File: src/hw/rtl/nls_pkg.sv
// types, codes and constants shared by the numeric literal scanner
// no dependencies
package nls_pkg;

   localparam int MAX_LENGTH = 255;
   localparam logic [7:0] LEN_LIMIT = (MAX_LENGTH > 255) ? 8'd255 : 8'(MAX_LENGTH);

   localparam logic [2:0] M_IDLE = 3'd0;
   localparam logic [2:0] M_SIGN = 3'd1;
   localparam logic [2:0] M_ZERO = 3'd2;
   localparam logic [2:0] M_HEX  = 3'd3;
   localparam logic [2:0] M_OCT  = 3'd4;
   localparam logic [2:0] M_DEC  = 3'd5;
   localparam logic [2:0] M_FLT  = 3'd6;

   localparam logic [2:0] K_DEC = 3'd0;
   localparam logic [2:0] K_OCT = 3'd1;
   localparam logic [2:0] K_HEX = 3'd2;
   localparam logic [2:0] K_FLT = 3'd3;
   localparam logic [2:0] K_ERR = 3'd4;

   typedef struct packed {
      logic is_zero;
      logic is_nzdig;
      logic is_dig;
      logic is_oct;
      logic is_hex;
      logic is_x;
      logic is_dot;
      logic is_sign;
   } nls_class_type;

   typedef struct packed {
      logic       emit;
      logic [2:0] kind;
      logic [7:0] length;
      logic       has_sign;
      logic       too_long;
   } nls_result_type;

endpackage

File: src/hw/rtl/numeric_literal_scanner_core.sv
// numeric literal scanner top level: input register, scan step, result register
// a result passes from the input register through the scan step into the result register, which drives rsp
// throughput: one character per cycle while rsp is not stalled, set by the scan step
// a stalled result holds the scan step; the input register takes at most one more transfer, then holds
// reset: synchronous, clears both pipe valids and the scan state to idle
module numeric_literal_scanner_core (
   input  logic        clock,
   input  logic        reset,
   input  logic        req_tvalid,
   output logic        req_tready,
   input  logic [7:0]  req_tdata,   // [7:0] ch
   input  logic        req_tuser,   // [0] first
   output logic        rsp_tvalid,
   input  logic        rsp_tready,
   output logic [15:0] rsp_tdata,   // [7:0] length, [8] has_sign, [9] too_long, zero above
   output logic [2:0]  rsp_tuser    // [2:0] kind
);
   import nls_pkg::*;

   logic           in_valid_ff;
   logic [7:0]     in_ch_ff;
   logic           in_first_ff;
   logic           out_valid_ff, out_valid_in;
   nls_result_type res;
   nls_result_type out_res_ff;
   logic           advance;

   assign advance    = !out_valid_ff || rsp_tready;
   assign req_tready = !in_valid_ff || advance;

   always_ff @(posedge clock) begin
      if (reset) begin
         in_valid_ff <= 1'b0;
      end else if (req_tready) begin
         in_valid_ff <= req_tvalid;
      end
   end

   always_ff @(posedge clock) begin
      if (req_tready && req_tvalid) begin
         in_ch_ff    <= req_tdata;
         in_first_ff <= req_tuser;
      end
   end

   nls_step u_step (
      .clock (clock),
      .reset (reset),
      .step  (in_valid_ff && advance),
      .ch    (in_ch_ff),
      .first (in_first_ff),
      .res   (res)
   );

   always_comb begin
      out_valid_in = out_valid_ff && !rsp_tready;
      if (res.emit) begin
         out_valid_in = 1'b1;
      end
   end

   always_ff @(posedge clock) begin
      if (reset) begin
         out_valid_ff <= 1'b0;
      end else begin
         out_valid_ff <= out_valid_in;
      end
   end

   always_ff @(posedge clock) begin
      if (res.emit) begin
         out_res_ff <= res;
      end
   end

   assign rsp_tvalid = out_valid_ff;
   assign rsp_tdata  = {6'd0, out_res_ff.too_long, out_res_ff.has_sign, out_res_ff.length};
   assign rsp_tuser  = out_res_ff.kind;

endmodule

File: src/hw/rtl/nls_char_class.sv
// character classifier: sorts one byte into the classes the scanner tests
// depends on nls_pkg
module nls_char_class (
   input  logic [7:0]            ch,
   output nls_pkg::nls_class_type cls
);
   import nls_pkg::*;

   always_comb begin
      cls.is_zero  = (ch == 8'h30);
      cls.is_nzdig = ch inside {[8'h31:8'h39]};
      cls.is_dig   = ch inside {[8'h30:8'h39]};
      cls.is_oct   = ch inside {[8'h30:8'h37]};
      cls.is_hex   = ch inside {[8'h30:8'h39], [8'h41:8'h46], [8'h61:8'h66]};
      cls.is_x     = (ch == 8'h78) || (ch == 8'h58);
      cls.is_dot   = (ch == 8'h2e);
      cls.is_sign  = (ch == 8'h2b) || (ch == 8'h2d);
   end

endmodule

File: src/hw/rtl/nls_step.sv
// scan state registers and the per-character transition and result logic
// depends on nls_pkg and nls_char_class
module nls_step (
   input  logic                   clock,
   input  logic                   reset,
   input  logic                   step,
   input  logic [7:0]             ch,
   input  logic                   first,
   output nls_pkg::nls_result_type res
);
   import nls_pkg::*;

   nls_class_type cls;
   logic [2:0]    mode_ff, mode_in;
   logic [7:0]    count_ff, count_in;
   logic          sign_ff, sign_in;
   logic [7:0]    base_count;
   logic          base_sign;
   logic [2:0]    cur_mode;
   logic          take;
   logic          done;
   logic [2:0]    take_mode;
   logic [2:0]    done_kind;

   nls_char_class u_class (
      .ch  (ch),
      .cls (cls)
   );

   always_comb begin
      base_count = first ? 8'd0 : count_ff;
      base_sign  = first ? 1'b0 : sign_ff;
      cur_mode   = first ? M_IDLE : mode_ff;
      take       = 1'b0;
      done       = 1'b0;
      take_mode  = M_IDLE;
      done_kind  = K_ERR;
      if (first) begin
         if (cls.is_zero) begin
            take = 1'b1; take_mode = M_ZERO;
         end else if (cls.is_nzdig) begin
            take = 1'b1; take_mode = M_DEC;
         end else if (cls.is_sign) begin
            take = 1'b1; take_mode = M_SIGN;
         end else begin
            done = 1'b1; done_kind = K_ERR;
         end
      end else begin
         case (cur_mode)
            M_SIGN: begin
               if (cls.is_zero) begin
                  take = 1'b1; take_mode = M_ZERO;
               end else if (cls.is_nzdig) begin
                  take = 1'b1; take_mode = M_DEC;
               end else begin
                  done = 1'b1; done_kind = K_ERR;
               end
            end
            M_ZERO: begin
               if (cls.is_x) begin
                  take = 1'b1; take_mode = M_HEX;
               end else if (cls.is_dot) begin
                  take = 1'b1; take_mode = M_FLT;
               end else if (cls.is_oct) begin
                  take = 1'b1; take_mode = M_OCT;
               end else begin
                  done = 1'b1; done_kind = K_OCT;
               end
            end
            M_HEX: begin
               if (cls.is_hex) begin
                  take = 1'b1; take_mode = M_HEX;
               end else begin
                  done = 1'b1; done_kind = K_HEX;
               end
            end
            M_OCT: begin
               if (cls.is_oct) begin
                  take = 1'b1; take_mode = M_OCT;
               end else begin
                  done = 1'b1; done_kind = K_OCT;
               end
            end
            M_DEC: begin
               if (cls.is_dig) begin
                  take = 1'b1; take_mode = M_DEC;
               end else if (cls.is_dot) begin
                  take = 1'b1; take_mode = M_FLT;
               end else begin
                  done = 1'b1; done_kind = K_DEC;
               end
            end
            M_FLT: begin
               if (cls.is_dig) begin
                  take = 1'b1; take_mode = M_FLT;
               end else begin
                  done = 1'b1; done_kind = K_FLT;
               end
            end
            default: begin
               take = 1'b0;
               done = 1'b0;
            end
         endcase
      end

      mode_in  = M_IDLE;
      count_in = base_count;
      sign_in  = base_sign;
      if (take) begin
         mode_in  = take_mode;
         count_in = (base_count < LEN_LIMIT) ? base_count + 8'd1 : base_count;
         if (first && cls.is_sign) begin
            sign_in = 1'b1;
         end
      end else if (done) begin
         count_in = 8'd0;
         sign_in  = 1'b0;
      end

      res.emit     = step && done;
      res.kind     = done_kind;
      res.length   = base_count;
      res.has_sign = base_sign;
      res.too_long = (base_count >= LEN_LIMIT);
   end

   always_ff @(posedge clock) begin
      if (reset) begin
         mode_ff  <= M_IDLE;
         count_ff <= 8'd0;
         sign_ff  <= 1'b0;
      end else if (step) begin
         mode_ff  <= mode_in;
         count_ff <= count_in;
         sign_ff  <= sign_in;
      end
   end

endmodule

File: config.mk
export PLATFORM = sky130hd
export DESIGN_NAME = numeric_literal_scanner_core
export DESIGN_NICKNAME = d
export VERILOG_FILES = /design/src/hw/rtl/nls_pkg.sv /design/src/hw/rtl/numeric_literal_scanner_core.sv /design/src/hw/rtl/nls_char_class.sv /design/src/hw/rtl/nls_step.sv
export SDC_FILE = /design/constraint.sdc
export NUM_CORES = 1
export LEC_CHECK = 0
export ABC_CLOCK_PERIOD_IN_PS = 2800
export BUFFER_PORTS_ARGS = -buffer_cell sky130_fd_sc_hd__buf_2
export CORE_ASPECT_RATIO = 0.5
export CORE_MARGIN = 2
export CORE_UTILIZATION = 50
export DETAILED_ROUTE_END_ITERATION = 8
export GPL_TIMING_DRIVEN = 0
export MAX_ROUTING_LAYER = met4
export PLACE_DENSITY = 0.72
export REMOVE_ABC_BUFFERS = 1
export SKIP_CTS_REPAIR_TIMING = 1
export SLEW_MARGIN = 20
export SYNTH_ARGS = -nofsm -noshare
export SYNTH_HDL_FRONTEND = slang
export SYNTH_SLANG_ARGS = --single-unit
export TNS_END_PERCENT = 30
File: constraint.sdc
create_clock -name clock -period 2.8 [get_ports clock]
set_input_delay 0.14 -clock clock [delete_from_list [all_inputs] [get_ports clock]]
set_output_delay 0.14 -clock clock [all_outputs]
set_load 0.005 [all_outputs]
==> results.cfg <==
[detailed_routing]
dr_total_vias = 1562
viasPerCell = 5.680
first_pass_iters = 4
antenna_left = 0
initialDrtViolationCount = 53
wirelength_um = 4202
wl_per_cell_um = 15.28
drc_errors = 0

[setup_path]
path_class = reg -> reg
reg2reg_setup_slack_ns = 0.22
cp_max_fo = 13
cp-end-kind = flop
reg2reg_to = rsp_tdata[3]
critPathMaxStageDelay_ns = 0.55
r2r-start = in_ch_ff[3]
ff2ff_path_depth = 6
critPathSlowestCell = or4b_4
start_kind = flop
crit_chain = or4b_4 -> o31ai_2 -> a31oi_1 -> or3_4 -> nand2_1 -> inv_1
arrival_ns = 2.56
worstPathRequired_ns = 2.78

[grt]
first_global_vias = 1401
track_usage_pct = 19.92
grt_overflow_total = 0
antenna_found_initial = 0
grt_pass1_wl_um = 6637
grt_max_degree = 22

[power_and_ir_drop]
power_mw = 1.155
switching_share_pct = 23.47
clock_power_share_pct = 39.5
power_switching_uw = 271.1
sequentialPowerShare_pct = 52.1
leakagePower_nw = 0.8096
power.ir.vdd_worst_uv = 350.2
power_density_mw_per_mm2 = 515.7
p_comb_share_pct = 8.4
internal_power_uw = 883.9

[placed_design]
portBuffers = 27
place_ws_ns = 0.06798
placed_area_mm2 = 0.002101
dp_hpwl_um = 2775
gp_congestion = 0.9288

[layout]
antenna_cells = 0
nets = 234
fillers = 347
drive_above_1_share_pct = 23.53
area_growth_pct = 13.72
post-route-cell-area_mm2 = 0.002240

[yosys]
synth-async-reset-ratio_pct = 0
syn_inst = 195
syn_area_per_cell_um2 = 10.10
synth_flop_cell = edfxtp_1
synth_edf_count = 22
yosysMostFrequentCell = edfxtp_1
mappedNetlistArea_mm2 = 0.001969
yosys-top-cells-area = edfxtp_1 34%, dfxtp_1 14%, a21oi_1 4.3%, nand2_1 3.2%, nor2b_1 2.5%
ys_types = 60
synth_commonest_cells = 22 x edfxtp_1, 17 x a21oi_1, 17 x nand2_1, 14 x dfxtp_1
synth.largest_area_cell = edfxtp_1
yosysSeqAreaShare_pct = 47.78
ys_ff_latch = 36
yosysWarnings = 0
synth_top_area_share_pct = 33.55

[timing]
final.setup_skew_ns = 0.004543
setup_viol_count_final = 0
worst_slack_ns = 0.2174
slew_viol_final = 0
fin_setup_tns_ns = 0
finalHoldViolCount = 0
slew_headroom_pct = 53.62
tightestPinTransition_ns = 0.6861
holdWs_ns = 0.01441
min_period_ns = 2.583
period_share_pct = 92.23
clock.fmax_mhz = 387.2

[clocking]
cts.htree.levels = 2
clock_sinks = 36
clk_pin_slew_ns = 0.07
cts_root_buf = clkbuf_8
numCtsBuffers = 5
insertion_delay_ns = 0.29
tritoncts = built
cts.path.max_buffers = 2

[die]
fp.dieArea_mm2 = 0.004487
fp-row-count = 16
die_w_um = 92.76
core-area_mm2 = 0.003844
ios = 34
initial_core_util_pct = 51.24
die_y_um = 48.38

[job]
cap_violations = 0

[min_path]
worstHoldEndpoint = in_ch_ff[2]
hold_depth = 1
hp-class = in -> reg
holdCritStartpoint = req_tdata[2]

[outcome]
status = complete, no violations
## area by class of cell
| type | instances | area, um^2 | area share, % |
|---|---|---|---|
| multi-input combinational | 140 | 947.2 | 42.29 |
| sequential | 36 | 940.9 | 42.01 |
| timing repair buffer | 28 | 142.6 | 6.369 |
| clock buffer | 6 | 72.57 | 3.240 |
| tap | 54 | 67.56 | 3.017 |
| clock inverter | 2 | 35.03 | 1.564 |
| inverter | 9 | 33.78 | 1.508 |
## placed cells by master (no fill, tap or decap), types with 2 or more instances in the layout
master	count
a211oi_1	2
a21oi_1	16
and2_1	4
and3_1	6
buf_2	27
clkbuf_8	5
conb_1	6
dfxtp_1	14
edfxtp_1	22
inv_1	9
mux2i_1	2
nand2_1	17
nand3_1	6
nand3b_1	2
nand4_1	3
nor2_1	9
nor2b_1	8
nor3_1	3
nor4b_1	2
o21ai_0	9
o31ai_1	2
or3b_2	2
xnor2_1	4
## registers in the layout, indices dropped and copies added (netlist names), named ones only
name	flops
rsp_tdata	10
rsp_tuser	3
rsp_tvalid	1
u_step.mode_ff	3
u_step.count_ff	8
in_valid_ff	1
in_first_ff	1
in_ch_ff	8
## metrics by stage
stage	instances	utilization, %
after floorplan	185	-
after global placement	266	54.65
after detailed placement	266	54.65
after CTS	274	57.45
after global routing	275	58.27
final	275	58.27
## power by group through the flow
| stage | registers (mW) | logic (mW) | clock network, mW |
|---|---|---|---|
| after floorplan | 0.610 | 0.0590 | 0 |
| after global placement | 0.613 | 0.0898 | 0 |
| after detailed placement | 0.614 | 0.0914 | 0 |
| after CTS | 0.603 | 0.0920 | 0.459 |
| after global routing | 0.605 | 0.107 | 0.490 |
| final | 0.602 | 0.0970 | 0.456 |
## critical path: cells and delay by family (launching register included)
family	cells	cell delay, ns
AND/OR/NAND/NOR	3	1.11
flip-flops	1	0.54
AO/OA/AOI/OAI	2	0.37
buffers and inverters	1	0.23
## worst max-delay path by stage
stage / slack (ns) / end / startpoint
2_1_floorplan: 0.49 / rsp_tdata[0] / in_ch_ff[3]
3_3_place_gp: 0.04 / u_step.count_ff[0] / in_first_ff
3_5_place_dp: 0.07 / u_step.count_ff[0] / in_first_ff
4_1_cts: 0.01 / u_step.count_ff[0] / in_first_ff
5_1_grt: -0.005 / rsp_tdata[3] / in_first_ff
6_report: 0.22 / rsp_tdata[3] / in_ch_ff[3]
## per-layer routing
metal | vias to the layer above | GRT usage, % | share of wire [%]
li1 | 773 | - | -
met1 | 720 | 24.17 | 45
met2 | 60 | 32.85 | 47
met3 | 9 | 5.296 | 6.3
met4 | 0 | 6.618 | 1.7
met5 | - | - | 0
## logic make-up (layout without fill, tap and decap cells)
group	after synthesis	count (layout)	synth area share, %
fa+ha+maj	1	1	0.6352
xor+xnor	4	4	1.779
flops	36	36	47.78
other cells	1	6	0.1904
compound gates	47	47	16.65
simple gates	80	80	25.67
buf+inv	24	45	6.289
mux	2	2	1.017
No activity file was read; power rests on OpenSTA's default activity.
